$ cat src/rtl/ipc_pkg.sv
// Package for the irrigation pump controller: types, register indexes and reset values.
`timescale 1ns / 1ps
package ipc_pkg;

  // Field widths
  localparam int unsigned TEMP_W   = 8;
  localparam int unsigned HUM_W    = 8;
  localparam int unsigned SOIL_W   = 7;
  localparam int unsigned SECS_W   = 16;
  localparam int unsigned FLOW_W   = 8;
  localparam int unsigned TOTAL_W  = 32;
  localparam int unsigned WATER_W  = 32;
  localparam int unsigned CFG_IDX_W  = 3;
  localparam int unsigned CFG_DATA_W = 16;
  localparam int unsigned IN_DATA_W  = 24;
  localparam int unsigned OUT_DATA_W = 40;

  // Register reset values
  localparam logic [TEMP_W-1:0] TEMP_THR_RST     = 8'd30;
  localparam logic [HUM_W-1:0]  HUM_THR_RST      = 8'd20;
  localparam logic [SOIL_W-1:0] MOIST_THR_RST    = 7'd35;
  localparam logic [SECS_W-1:0] MIN_RUN_RST      = 16'd10;
  localparam logic [SECS_W-1:0] MAX_RUN_RST      = 16'd20;
  localparam logic [SECS_W-1:0] REST_RST         = 16'd60;
  localparam logic [FLOW_W-1:0] FLOW_RST         = 8'd1;

  // Item kinds
  localparam logic KIND_TICK = 1'b0;
  localparam logic KIND_EVAL = 1'b1;

  // Register indexes on the configuration port
  typedef enum logic [CFG_IDX_W-1:0] {
    REG_TEMP_THR  = 3'd0,
    REG_HUM_THR   = 3'd1,
    REG_MOIST_THR = 3'd2,
    REG_MIN_RUN   = 3'd3,
    REG_MAX_RUN   = 3'd4,
    REG_REST      = 3'd5,
    REG_FLOW      = 3'd6
  } ipc_reg_idx_t;

  typedef struct packed {
    logic [TEMP_W-1:0] temp_threshold;
    logic [HUM_W-1:0]  humidity_threshold;
    logic [SOIL_W-1:0] moisture_threshold;
    logic [SECS_W-1:0] min_run_seconds;
    logic [SECS_W-1:0] max_run_seconds;
    logic [SECS_W-1:0] rest_seconds;
    logic [FLOW_W-1:0] flow_per_second;
  } ipc_cfg_t;

  typedef struct packed {
    logic              kind;
    logic [TEMP_W-1:0] temperature;
    logic [HUM_W-1:0]  humidity;
    logic [SOIL_W-1:0] soil_level;
    logic              manual;
  } ipc_item_t;

  typedef struct packed {
    logic               timer_active;
    logic [SECS_W-1:0]  elapsed_seconds;
    logic               motor_running;
    logic               rest_flag;
    logic               minimum_pending;
    logic               limit_reached;
    logic [TOTAL_W-1:0] total_seconds;
  } ipc_state_t;

  // Snapshot handed from the state update to the water stage
  typedef struct packed {
    logic               pump_on;
    logic               resting;
    logic [TOTAL_W:0]   secs;
  } ipc_snap_t;

  typedef struct packed {
    logic               pump_on;
    logic               resting;
    logic [WATER_W-1:0] water_used;
  } ipc_result_t;

endpackage

$ cat src/rtl/ipc_regs.sv
// Configuration register file of the irrigation pump controller.
`timescale 1ns / 1ps
module ipc_regs (
  input  logic                           clk,
  input  logic                           rst,
  input  logic                           wr_en,
  input  logic [ipc_pkg::CFG_IDX_W-1:0]  wr_index,
  input  logic [ipc_pkg::CFG_DATA_W-1:0] wr_data,
  output ipc_pkg::ipc_cfg_t              cfg
);
  import ipc_pkg::*;

  // Write one register per transaction; indexes beyond the list are dropped
  always_ff @(posedge clk) begin
    if (rst) begin
      cfg.temp_threshold     <= TEMP_THR_RST;
      cfg.humidity_threshold <= HUM_THR_RST;
      cfg.moisture_threshold <= MOIST_THR_RST;
      cfg.min_run_seconds    <= MIN_RUN_RST;
      cfg.max_run_seconds    <= MAX_RUN_RST;
      cfg.rest_seconds       <= REST_RST;
      cfg.flow_per_second    <= FLOW_RST;
    end else if (wr_en) begin
      case (ipc_reg_idx_t'(wr_index))
        REG_TEMP_THR:  cfg.temp_threshold     <= wr_data[TEMP_W-1:0];
        REG_HUM_THR:   cfg.humidity_threshold <= wr_data[HUM_W-1:0];
        REG_MOIST_THR: cfg.moisture_threshold <= wr_data[SOIL_W-1:0];
        REG_MIN_RUN:   cfg.min_run_seconds    <= wr_data[SECS_W-1:0];
        REG_MAX_RUN:   cfg.max_run_seconds    <= wr_data[SECS_W-1:0];
        REG_REST:      cfg.rest_seconds       <= wr_data[SECS_W-1:0];
        REG_FLOW:      cfg.flow_per_second    <= wr_data[FLOW_W-1:0];
        default: ;
      endcase
    end
  end

endmodule

$ cat src/rtl/ipc_core.sv
// Pump state update: timer, run and rest flags, total pumped seconds.
`timescale 1ns / 1ps
module ipc_core (
  input  logic                clk,
  input  logic                rst,
  input  logic                step,
  input  ipc_pkg::ipc_item_t  item,
  input  ipc_pkg::ipc_cfg_t   cfg,
  output ipc_pkg::ipc_state_t state,
  output ipc_pkg::ipc_snap_t  snap
);
  import ipc_pkg::*;

  ipc_state_t state_next;
  logic [SECS_W-1:0] elapsed_inc;
  logic [TOTAL_W:0]  total_sum;
  logic [TOTAL_W-1:0] total_sat;
  logic need;
  logic pending_eff;
  logic limit_eff;
  logic [TOTAL_W:0] secs_next;

  // Saturating timer increment and run total
  assign elapsed_inc = (state.elapsed_seconds == {SECS_W{1'b1}}) ?
                       state.elapsed_seconds : state.elapsed_seconds + 1'b1;
  assign total_sum = {1'b0, state.total_seconds} +
                     {{(TOTAL_W + 1 - SECS_W){1'b0}}, state.elapsed_seconds};
  assign total_sat = total_sum[TOTAL_W] ? {TOTAL_W{1'b1}} : total_sum[TOTAL_W-1:0];

  // Water demand and the flags as a fresh evaluation sees them
  assign need = (item.temperature > cfg.temp_threshold) ||
                (item.humidity < cfg.humidity_threshold) ||
                (item.soil_level < cfg.moisture_threshold);
  assign pending_eff = state.timer_active ? state.minimum_pending : 1'b1;
  assign limit_eff   = state.timer_active ? state.limit_reached : 1'b0;

  // Next state for the item in the input register
  always_comb begin
    state_next = state;
    if (item.kind == KIND_TICK) begin
      if (state.timer_active) begin
        state_next.elapsed_seconds = elapsed_inc;
        if (state.motor_running) begin
          if (elapsed_inc > cfg.min_run_seconds) state_next.minimum_pending = 1'b0;
          if (elapsed_inc > cfg.max_run_seconds) state_next.limit_reached = 1'b1;
        end else if (elapsed_inc >= cfg.rest_seconds) begin
          state_next.timer_active    = 1'b0;
          state_next.elapsed_seconds = '0;
          state_next.rest_flag       = 1'b0;
        end
      end
    end else if (item.manual) begin
      // Manual stop: book the run and drop the timer
      if (state.motor_running) begin
        state_next.total_seconds   = total_sat;
        state_next.elapsed_seconds = '0;
        state_next.timer_active    = 1'b0;
      end
      state_next.rest_flag     = 1'b0;
      state_next.motor_running = 1'b0;
    end else begin
      state_next.minimum_pending = pending_eff;
      state_next.limit_reached   = limit_eff;
      if (state.rest_flag) begin
        state_next.motor_running = 1'b0;
      end else if (state.motor_running && pending_eff) begin
        state_next.motor_running = 1'b1;
      end else if (need && !limit_eff) begin
        state_next.motor_running = 1'b1;
        if (!state.timer_active) begin
          state_next.timer_active    = 1'b1;
          state_next.elapsed_seconds = '0;
        end
      end else if (state.motor_running) begin
        // Automatic stop: book the run and start the rest interval
        state_next.total_seconds   = total_sat;
        state_next.motor_running   = 1'b0;
        state_next.elapsed_seconds = '0;
        state_next.rest_flag       = 1'b1;
      end
    end
  end

  // Seconds counted toward water use after this item
  assign secs_next = {1'b0, state_next.total_seconds} +
                     (state_next.motor_running ?
                      {{(TOTAL_W + 1 - SECS_W){1'b0}}, state_next.elapsed_seconds} :
                      {(TOTAL_W + 1){1'b0}});

  // Advance the state and capture the snapshot
  always_ff @(posedge clk) begin
    if (rst) begin
      state.timer_active    <= 1'b0;
      state.elapsed_seconds <= '0;
      state.motor_running   <= 1'b0;
      state.rest_flag       <= 1'b0;
      state.minimum_pending <= 1'b1;
      state.limit_reached   <= 1'b0;
      state.total_seconds   <= '0;
    end else if (step) begin
      state <= state_next;
    end
  end

  always_ff @(posedge clk) begin
    if (step) begin
      snap.pump_on <= state_next.motor_running;
      snap.resting <= state_next.rest_flag;
      snap.secs    <= secs_next;
    end
  end

endmodule

$ cat src/rtl/ipc_water.sv
// Water use stage: flow times pumped seconds, saturated, into the result register.
`timescale 1ns / 1ps
module ipc_water (
  input  logic                             clk,
  input  logic                             load,
  input  ipc_pkg::ipc_snap_t               snap,
  input  logic [ipc_pkg::FLOW_W-1:0]       flow,
  output ipc_pkg::ipc_result_t             result
);
  import ipc_pkg::*;

  localparam int unsigned PROD_W = TOTAL_W + 1 + FLOW_W;

  logic [PROD_W-1:0]  product;
  logic [WATER_W-1:0] water_sat;

  // Multiply and clamp to the output width
  assign product   = PROD_W'(snap.secs) * PROD_W'(flow);
  assign water_sat = (|product[PROD_W-1:WATER_W]) ? {WATER_W{1'b1}} :
                     product[WATER_W-1:0];

  // Hold the result until the next load
  always_ff @(posedge clk) begin
    if (load) begin
      result.pump_on    <= snap.pump_on;
      result.resting    <= snap.resting;
      result.water_used <= water_sat;
    end
  end

endmodule

$ cat src/rtl/irrigation_pump_controller.sv
// Top level of the irrigation pump controller: stream ports, pipeline control, checks.
`timescale 1ns / 1ps
// Each transaction on the slave side is a one-second tick (tuser 0) or a sensor
// evaluation (tuser 1) and yields exactly one result on the master side, in order.
// A new transaction is taken every cycle unless back pressure holds the input register;
// its result passes the input register, then the combinational state update into the
// snapshot register, then multiply-and-saturate into the result register, and back
// pressure on the master side stalls the stages in turn. The state update takes a new
// item whenever the snapshot stage can accept it, which sets the rate of one item per clock.
// Configuration writes are taken every cycle and should be issued while no
// transaction is in flight; indexes past the last register are ignored.
module irrigation_pump_controller (
  input  logic                           clk,
  input  logic                           rst,
  // slave stream
  input  logic                           s_axis_tvalid,
  output logic                           s_axis_tready,
  // tdata: temperature[7:0], humidity[15:8], soil_level[22:16], manual[23]
  input  logic [ipc_pkg::IN_DATA_W-1:0]  s_axis_tdata,
  // tuser: kind[0]
  input  logic                           s_axis_tuser,
  // master stream
  output logic                           m_axis_tvalid,
  input  logic                           m_axis_tready,
  // tdata: pump_on[0], resting[1], water_used[33:2], zero fill[39:34]
  output logic [ipc_pkg::OUT_DATA_W-1:0] m_axis_tdata,
  // configuration write channel
  input  logic                           cfg_valid,
  output logic                           cfg_ready,
  input  logic [ipc_pkg::CFG_IDX_W-1:0]  cfg_index,
  input  logic [ipc_pkg::CFG_DATA_W-1:0] cfg_data
);
  import ipc_pkg::*;

  ipc_cfg_t    cfg;
  ipc_item_t   item;
  ipc_state_t  state;
  ipc_snap_t   snap;
  ipc_result_t result;

  logic in_valid;
  logic snap_valid;
  logic out_valid;
  logic out_ready;
  logic snap_ready;
  logic in_ready;
  logic step;
  logic load_out;

  assign cfg_ready = 1'b1;

  ipc_regs u_regs (
    .clk      (clk),
    .rst      (rst),
    .wr_en    (cfg_valid && cfg_ready),
    .wr_index (cfg_index),
    .wr_data  (cfg_data),
    .cfg      (cfg)
  );

  // Stage readiness, back to front
  assign out_ready  = !out_valid || m_axis_tready;
  assign snap_ready = !snap_valid || out_ready;
  assign in_ready   = !in_valid || snap_ready;
  assign step       = in_valid && snap_ready;
  assign load_out   = snap_valid && out_ready;

  assign s_axis_tready = in_ready;

  always_ff @(posedge clk) begin
    if (rst) begin
      in_valid   <= 1'b0;
      snap_valid <= 1'b0;
      out_valid  <= 1'b0;
    end else begin
      if (in_ready)   in_valid   <= s_axis_tvalid;
      if (snap_ready) snap_valid <= in_valid;
      if (out_ready)  out_valid  <= snap_valid;
    end
  end

  // Capture the accepted transaction
  always_ff @(posedge clk) begin
    if (s_axis_tvalid && in_ready) begin
      item.kind        <= s_axis_tuser;
      item.temperature <= s_axis_tdata[7:0];
      item.humidity    <= s_axis_tdata[15:8];
      item.soil_level  <= s_axis_tdata[22:16];
      item.manual      <= s_axis_tdata[23];
    end
  end

  ipc_core u_core (
    .clk   (clk),
    .rst   (rst),
    .step  (step),
    .item  (item),
    .cfg   (cfg),
    .state (state),
    .snap  (snap)
  );

  ipc_water u_water (
    .clk    (clk),
    .load   (load_out),
    .snap   (snap),
    .flow   (cfg.flow_per_second),
    .result (result)
  );

  assign m_axis_tvalid = out_valid;
  assign m_axis_tdata  = {{(OUT_DATA_W - WATER_W - 2){1'b0}}, result.water_used,
                          result.resting, result.pump_on};

  // Pump and rest interval never coincide in a delivered result
  assert property (@(posedge clk) disable iff (rst)
    m_axis_tvalid |-> !(m_axis_tdata[0] && m_axis_tdata[1]))
    else $error("pump_on and resting both set in a result");

  // A running pump always has its timer active
  assert property (@(posedge clk) disable iff (rst)
    state.motor_running |-> state.timer_active)
    else $error("pump running without active timer");

  // A rest interval is timed by an active timer
  assert property (@(posedge clk) disable iff (rst)
    state.rest_flag |-> state.timer_active)
    else $error("rest flag set without active timer");

  // An idle timer holds zero elapsed seconds
  assert property (@(posedge clk) disable iff (rst)
    !state.timer_active |-> (state.elapsed_seconds == '0))
    else $error("elapsed seconds nonzero with timer inactive");

endmodule

$ cat config.mk
export PLATFORM = sky130hd
export DESIGN_NAME = irrigation_pump_controller
export DESIGN_NICKNAME = d
export VERILOG_FILES = /design/src/rtl/ipc_pkg.sv /design/src/rtl/ipc_regs.sv /design/src/rtl/ipc_core.sv /design/src/rtl/ipc_water.sv /design/src/rtl/irrigation_pump_controller.sv
export SDC_FILE = /design/constraint.sdc
export NUM_CORES = 1
export LEC_CHECK = 0
export BUFFER_PORTS_ARGS = -buffer_cell sky130_fd_sc_hd__buf_2
export CAP_MARGIN = 20
export CORE_ASPECT_RATIO = 2
export CORE_UTILIZATION = 64
export CTS_CLUSTER_DIAMETER = 200
export DETAILED_ROUTE_END_ITERATION = 8
export PLACE_DENSITY = 0.82
export SYNTH_ARGS = -nofsm -noshare
export SYNTH_HDL_FRONTEND = slang
export SYNTH_SLANG_ARGS = --single-unit
$ cat constraint.sdc
create_clock -name clk -period 10 [get_ports clk]
set_input_delay 1 -clock clk [delete_from_list [all_inputs] [get_ports clk]]
set_output_delay 1 -clock clk [all_outputs]
set_load 0.05 [all_outputs]
== Word-level counts from Yosys, hierarchy flattened ==
Cells that the tools add are included.
Storage, ports and cells
  flip-flop bits (word level): 229
  bits in latches: 0
  bits in writable memories: 0
  bits in read-only memories: 0
  input port bits: 49
  word-level logic and storage cells: 117
  memories kept: 0
Cells by class
  add/subtract/negate cells: 3
  $mul: 1
  div/mod/pow operators: 0
  order comparisons: 6
  eq/ne operators: 12
  shift operators: 0
  mux-type cells: 37
  bitwise operators: 0
  reductions and logical operators: 30
Operators with widths (count)
  2-to-1 mux 32 bit: 7
  2-to-1 mux 17 bit: 8
  2-to-1 mux 16 bit: 3
  multiplier 33 x 8 -> 41 bit: 1
  adder 32 x 16 -> 33 bit: 1
  adder 32 x 33 -> 33 bit: 1
  > comparator 16 bit: 2
  2-to-1 mux 19 bit: 1
  2-to-1 mux 18 bit: 1
  adder 16 x 1 -> 16 bit, second input constant: 1
  == test 16 bit, second input constant: 1
  >= comparator 16 bit: 1
  AND reduction 5 bit: 3
  AND reduction 2 bit: 7
  2-to-1 mux 1 bit: 13
  == test 3 bit, second input constant: 3
  OR reduction 9 bit: 1
  > comparator 8 bit: 1
  less-than comparator 8 bit: 1
  nonzero test 2 bit: 4
  less-than comparator 7 bit: 1
  == test 3 x 2 -> 1 bit, second input constant: 2
  2-to-1 mux 3 bit: 2
  inequality test 3 x 2 -> 1 bit, second input constant: 2
  other kinds (8): 21

== Logic depth before layout (Yosys ltp) ==
Gate-level depths: netlist of the first run.
  word-level depth: 11
  mapped depth: 36
  depth with buffers taken out: 34

== By module ==
A second synthesis of the first run with hierarchy kept.
Second synthesis, totals
  cells, all modules: 2363
  area, all modules: 21835.9 um2
Modules (own cells, without submodules)
  ipc_water: times used 1, cells an instance 1020, area each 9676.8 um2, seq. area each 1021.0 um2
  ipc_core: times used 1, cells an instance 1006, area each 8084.0 um2, seq. area each 2112.0 um2
  ipc_regs: times used 1, cells an instance 288, area each 3130.5 um2, seq. area each 1581.5 um2
  irrigation_pump_controller: times used 1, cells an instance 49, area each 944.7 um2, seq. area each 810.8 um2

== Worst setup path before layout of the first run ==
No wires, ideal clock.
  path kind: register to register
  from: reg u_core.state[42] (netlist name)
  to: reg u_core.snap[30] (netlist name)
  arrival time: 6707 ps
  data required time: 9736 ps
  slack: 3029 ps
  stages on the path, launching flop included: 37
  path buffers: 2
  period minus slack after synthesis: 6971 ps
  cell sequence: dfxtp_1 -> clkbuf_1 -> and3_1 -> and3_1 -> and3_1 -> clkbuf_1 -> nand4_1 -> and3_1 -> and2_1 -> nand2_1 -> xnor2_1 -> ha_1 -> a21o_1 -> a21o_1 -> a21oi_1 -> a21o_1 -> nand2_1 -> nand2_1 -> a21oi_1 -> nor2_1 -> a22oi_1 -> a2bb2oi_1 -> nor2_1 -> ha_1 -> inv_1 -> fa_1 -> nor2b_1 -> o21a_1 -> o21ai_0 -> a21oi_1 -> o21ai_0 -> a31oi_1 -> o211ai_1 -> or2_2 -> or4_1 -> nor4_1 -> xnor2_1
On the way
  cells in the longest elaborated chain, start to end: 9
RTL lines
  adder 16 x 1 -> 16 bit (tied with other cells): RTL line ipc_core.sv:25  | state.elapsed_seconds : state.elapsed_seconds + 1'b1;
  2-to-1 mux 16 bit / 2-to-1 mux 32 bit (equally long branches): RTL line ipc_core.sv:24, ipc_core.sv:28
  >= comparator 16 bit / 2-to-1 mux 32 bit (equally long branches): RTL line ipc_core.sv:46, ipc_core.sv:54, ipc_core.sv:74
  2-to-1 mux 17 bit / 2-to-1 mux 32 bit (equally long branches): RTL line ipc_core.sv:46, ipc_core.sv:68
  2-to-1 mux 17 bit / 2-to-1 mux 32 bit (equally long branches): RTL line ipc_core.sv:43, ipc_core.sv:66
  2-to-1 mux 17 bit / 2-to-1 mux 32 bit (equally long branches): RTL line ipc_core.sv:41, ipc_core.sv:64
  2-to-1 mux 17 bit / 2-to-1 mux 32 bit (equally long branches): RTL line ipc_core.sv:40, ipc_core.sv:52
  2-to-1 mux 16 bit / 2-to-1 mux 32 bit (equally long branches): RTL line ipc_core.sv:86, ipc_core.sv:40
  adder 32 x 33 -> 33 bit *: RTL line ipc_core.sv:85  | assign secs_next = {1'b0, state_next.total_seconds} +
  net u_core.secs_next[30]: RTL line ipc_core.sv:21  | logic [TOTAL_W:0] secs_next;
The timed path passes the listed nets; every way through them passes the cells marked *. The select of a mux whose other input is x is not followed.
A chain may end at the register's enable or synchronous reset.

== Final worst setup path of the first run ==
  from: reg u_core.state[42] (netlist name)
  to: reg u_core.snap[30] (netlist name)
On the way
  cells in the longest elaborated chain, start to end: 9
RTL lines (RTL line)
  adder 16 x 1 -> 16 bit (tied with other cells): ipc_core.sv:25
  2-to-1 mux 16 bit / 2-to-1 mux 32 bit (equally long branches): ipc_core.sv:24, ipc_core.sv:28
  >= comparator 16 bit / 2-to-1 mux 32 bit (equally long branches): ipc_core.sv:46, ipc_core.sv:54, ipc_core.sv:74
  2-to-1 mux 17 bit / 2-to-1 mux 32 bit (equally long branches): ipc_core.sv:46, ipc_core.sv:68
  2-to-1 mux 17 bit / 2-to-1 mux 32 bit (equally long branches): ipc_core.sv:43, ipc_core.sv:66
  2-to-1 mux 17 bit / 2-to-1 mux 32 bit (equally long branches): ipc_core.sv:41, ipc_core.sv:64
  2-to-1 mux 17 bit / 2-to-1 mux 32 bit (equally long branches): ipc_core.sv:40, ipc_core.sv:52
  2-to-1 mux 16 bit / 2-to-1 mux 32 bit (equally long branches): ipc_core.sv:86, ipc_core.sv:40
  adder 32 x 33 -> 33 bit *: ipc_core.sv:85
  net u_core.secs_next[30]: ipc_core.sv:21
Marked as above.

==> results.yml, run 1 <==
run_status:
  status: "complete, no violations"
floorplan:
  start_util_pct: 65.09
  fp.dieH_um: 260.8
  rows: 94
  dieArea_um2: 34270
  die_w_um: 131.4
  coreArea_um2: 32930
  ioPinCount: 92
detailed_routing:
  via_per_inst: 6.074
  drcViolationCount: 0
  drtIter0Drc: 1040
  vias: 18000
  wire_per_inst_um: 20.80
  firstDrtPassIters: 6
  antenna_left: 0
  wl_mm: 61.66
timing:
  worstMarginPinSlew_ns: 1.097
  final.setup.worst_slack_ns: 1.358
  maxSlewViolCount: 0
  finalHoldViolations: 0
  setup_tns_ns: 0
  fin_crit_ns: 8.642
  skew_ns: 0.01948
  holdWs_ns: 0.4550
  fmax_ghz: 0.1157
  relSlewSlack_pct: 26.71
  rsz0062_at_grt: "false"
  fin_crit_sh_pct: 86.42
  setup_viol: 0
finish:
  syn_to_final_growth_pct: 6.765
  drive_gt1_share_pct: 6.793
  n_antenna_cell: 0
  nNetsFinal: 2917
  mostFrequentLayoutCell: "nand2_1"
  layout_common_cells: "nand2_1 (335), inv_1 (293), and2_1 (206)"
  finish.utilization_pct: 69.49
synth:
  yosys-top-cells-area: "fa_1 (18%), edfxtp_1 (13%), dfxtp_1 (13%)"
  synth_cells: 2489
  ys_seq_area_share_pct: 25.78
  ys_ff_latch: 229
  yosysWarnings: 0
  netlist.area_leader.share_pct: 17.56
  synth_ff_type: "dfxtp_1"
  avgSynthCellArea_um2: 8.612
  yosysTopAreaCell: "fa_1"
  synth_edf_count: 94
  async_flop_share_pct: 0
  syn_area_um2: 21440
  synth.distinct_cells: 83
clocking:
  cts_root_buf: "clkbuf_16"
  cts_hold_buf: 0
  insertion_delay_ns: 0.55
  cts.repair.resized: 0
  post-cts-setup-buffers: 0
  clk_pin_slew_worst_paths_ns: 0.07
  numCtsBuffers: 22
  h-tree-depth: 1
  cts_tree: "built"
  clkSinkCount: 229
  ctsLongestPathBuffers: 3
setup_path:
  crit_fanout: 10
  slowest_stage: "nor2_1"
  path_buf_inv: 1
  start_kind: "register"
  cp.arrival_ns: 8.92
  path_class: "reg -> reg"
  critPathRequiredTime_ns: 10.27
  path_delay_family: "simple AND/OR/NAND/NOR gates"
  startpoint: "u_core.state[42]"
  r2r_start: "u_core.state[42]"
  max_stage_delay_ns: 0.60
  cpMostUsedCell: "and3_1"
  cp-end-kind: "register"
placed_design:
  gp_congestion: 1.008
  preCtsSetupSlack_ns: 1.555
  portBuffers: 84
  dp_hpwl_mm: 48.70
power_and_ir_drop:
  p_leak_nw: 10.04
  power_density_nw_per_um2: 109.3
  peakVddDrop_v: 0.0002349
grt:
  grt_start_max_net_pins: 82
  grt.busiest_layer: "met2"
  grt_antenna_before_repair: 0
  grt_pass1_wl_mm: 95.84
  grtUsageMet3_pct: 5.361
  grt_pass1_vias: 19040
  gr-total-overflow: 0
  gr-usage-all-layers_pct: 36.40
  grtUsageMet2_pct: 70.39
  grtUsageMet1_pct: 30.35
worst_hold_path:
  hp-start: "u_regs.cfg[47]"
  hold_path_class: "reg -> reg"
flow_run:
  max_cap_violations: 0
-- cells by family after synthesis --
group	after synthesis	synth area share, %
AOI/OAI and AO/OA	496	14.69
DFF	229	25.78
buffers and inverters	402	7.360
and+or+nand+nor	904	20.63
xor gates and xnor gates	84	3.432
other	2	0.03504
muxes	21	1.010
adders and majority gates	351	27.07
-- final cells by class --
| type | count | area (um2) |
|---|---|---|
| repair buffers | 107 | 615.6 |
| clock inverters | 14 | 127.6 |
| clock buffers | 25 | 603.1 |
| well taps | 432 | 540.5 |
| fillers | 2640 | 10050 |
| flip-flops and latches | 229 | 5525 |
| inverters | 294 | 1104 |
| multi-input cells | 1863 | 14370 |
-- cell usage after synthesis, types with 18 or more instances --
cell and number:
a21o_1 57, a21oi_1 203, a22oi_1 18, a31oi_1 22
and2_1 206, clkbuf_1 88, dfxtp_1 135, edfxtp_1 94
fa_1 188, ha_1 163, inv_1 293, nand2_1 335
nand2b_1 27, nand3_1 45, nand4_1 29, nor2_1 148
nor2b_1 32, nor3_1 27, o21ai_0 64, xnor2_1 56
xor2_1 28
-- power breakdown --
group / internal [mW] / switching (mW) / leakage, nW
combinational: 0.196 / 0.382 / 7.75
sequential: 1.02 / 0.0359 / 1.93
clock: 0.467 / 0.404 / 0.362
total: 1.68 / 0.822 / 10.0
-- registers in the layout, indices dropped and copies added, names as in the netlist --
| name | cells |
|---|---|
| u_core.state | 53 |
| u_water.result | 34 |
| snap_valid | 1 |
| m_axis_tvalid | 1 |
| in_valid | 1 |
| u_core.snap | 35 |
| item | 25 |
| u_regs.cfg | 79 |
-- worst min-delay path: cells and delay by family, from the launching register on --
family | cells | cell delay (ns)
flops | 1 | 0.31
compound gates | 1 | 0.05
simple gates | 1 | 0.05
-- worst paths after layout --
path	endpoint	slack, ns	cells past startpoint
hold / removal	u_regs.cfg[47]	0.45	2
setup / recovery	u_core.snap[30]	1.36	34
setup reg to reg	u_core.snap[30]	1.36	34
hold reg to reg	u_regs.cfg[47]	0.45	2
-- through the flow --
step	cells	area (um2)	power, mW
after global routing	2964	22890	2.596
final	2964	22890	2.501
after detailed placement	2924	22130	1.637
after floorplan	2494	21450	1.484
after CTS	2963	22860	2.497
after global placement	2924	22130	1.621
-- layer usage --
layer  routed length [um]  part of all wire, %  up-vias
met5                    0                    0        -
met4                 6998                   11        0
met3                 2938                  4.8      353
met2                32890                   53      652
met1                18830                   31     8680
li1                     -                    -     8317
Power figures use the tool's default switching activity.
==> run 2, diff against run 1 <==
CORE_MARGIN = 5   (was default)
REMOVE_ABC_BUFFERS = 1   (was default)
==> results.yml, run 2 (same netlist as run 1, synthesis figures left out) <==
run_status:
  status: "complete, no violations"
placed_design:
  portBuffers: 84
  dp_hpwl_mm: 47.42
  gp_congestion: 0.9926
clocking:
  insertion_delay_ns: 0.55
  cts.repair.resized: 0
  cts_tree: "built"
  clk_pin_slew_worst_paths_ns: 0.07
  ctsLongestPathBuffers: 3
  post-cts-setup-buffers: 0
  cts_root_buf: "clkbuf_16"
  clkSinkCount: 229
  cts_hold_buf: 0
  h-tree-depth: 1
  numCtsBuffers: 22
timing:
  fin_crit_ns: 8.434
  rsz0062_at_grt: "false"
  fin_crit_sh_pct: 84.34
  skew_ns: 0.01755
  maxSlewViolCount: 0
  relSlewSlack_pct: 31.35
  setup_tns_ns: 0
  finalHoldViolations: 0
  worstMarginPinSlew_ns: 1.028
  setup_viol: 0
  holdWs_ns: 0.4535
  fmax_ghz: 0.1186
power_and_ir_drop:
  power_density_nw_per_um2: 105.9
  peakVddDrop_v: 0.0001649
  p_leak_nw: 10.02
setup_path:
  slowest_stage: "nor2_1"
  cp-end-kind: "register"
  cpMostUsedCell: "and3_1"
  startpoint: "u_core.state[42]"
  max_stage_delay_ns: 0.58
  cp.arrival_ns: 8.72
  start_kind: "register"
  crit_fanout: 10
  path_class: "reg -> reg"
  critPathRequiredTime_ns: 10.28
  r2r_cells: 34
  r2r_start: "u_core.state[42]"
detailed_routing:
  wire_per_inst_um: 20.06
  firstDrtPassIters: 5
  drcViolationCount: 0
  wl_mm: 59.48
  vias: 17860
  via_per_inst: 6.025
  antenna_left: 0
  drtIter0Drc: 1219
worst_hold_path:
  hp-start: "u_regs.cfg[33]"
  hold_path_class: "reg -> reg"
  hold_depth: 2
grt:
  grt_pass1_wl_mm: 94.52
  grt_antenna_before_repair: 0
  grt_start_max_net_pins: 70
  grt_pass1_vias: 18600
  gr-total-overflow: 0
  gr-usage-all-layers_pct: 31.63
finish:
  mostFrequentLayoutCell: "nand2_1"
  drive_gt1_share_pct: 6.593
  multi_input_area_um2: 14370
  nNetsFinal: 2918
  ff_latch_area_um2: 5525
  syn_to_final_growth_pct: 6.602
  reg.largest.list: "u_regs.cfg: 79 flops, u_core.state: 53 flops, u_core.snap: 35 flops"
  regMostFlops: "u_regs.cfg"
  layout_common_cells: "nand2_1 (335), inv_1 (293), and2_1 (206)"
  largest_reg_flops: 79
  n_antenna_cell: 0
  finish.utilization_pct: 69.14
  fillCellCount: 2640
floorplan:
  die_w_um: 139.4
  start_util_pct: 64.86
  ioPinCount: 92
  dieArea_um2: 37480
  fp.dieH_um: 268.8
  coreArea_um2: 33050
  rows: 94
flow_run:
  max_cap_violations: 0
-- run 2: worst paths after layout --
path	end	slack (ns)
hold / removal	u_regs.cfg[33]	0.45
setup / recovery	u_core.snap[30]	1.57
setup reg to reg	u_core.snap[30]	1.57
hold reg to reg	u_regs.cfg[33]	0.45
-- run 2: final cells by class --
type | count | area share [%]
clock buffers | 29 | 2.612
clock inverters | 10 | 0.3231
repair buffers | 108 | 2.803
flip-flops and latches | 229 | 24.18
multi-input cells | 1863 | 62.89
well taps | 432 | 2.365
inverters | 294 | 4.829
-- run 2: power breakdown --
group	leakage, nW	internal, mW	switching, mW	total (mW)
Combinational	7.76	0.197	0.370	0.567
Clock	0.330	0.425	0.382	0.807
Sequential	1.93	1.02	0.0305	1.05
-- run 2: worst max-delay path, delay by kind of cell, from the launching register on --
| family | cells | cell delay (ns) |
|---|---|---|
| AND/OR/NAND/NOR | 15 | 4.06 |
| buffers and inverters | 1 | 0.06 |
| XOR/XNOR | 2 | 0.31 |
| flip-flops | 1 | 0.51 |
| adder cells (fa/ha/maj) | 3 | 0.90 |
| AO/OA/AOI/OAI | 13 | 2.33 |
-- run 2: per-layer routing --
layer / vias to the layer above / GRT usage [%] / wire length (um)
met5: - / 0 / 0
met4: 0 / 24.54 / 5357
met3: 267 / 3.372 / 2782
met2: 664 / 61.77 / 32810
met1: 8615 / 29.34 / 18530
li1: 8317 / - / -
-- run 2: stage by stage --
step	area, um2	setup slack, ns	power, mW	std cells
detailed placement	22150	1.722	1.627	2924
floorplan	20980	3.209	1.455	2386
global route	22850	1.006	2.529	2965
CTS	22820	1.673	2.425	2963
global placement	22120	1.721	1.605	2923
finish	22850	1.566	2.420	2965
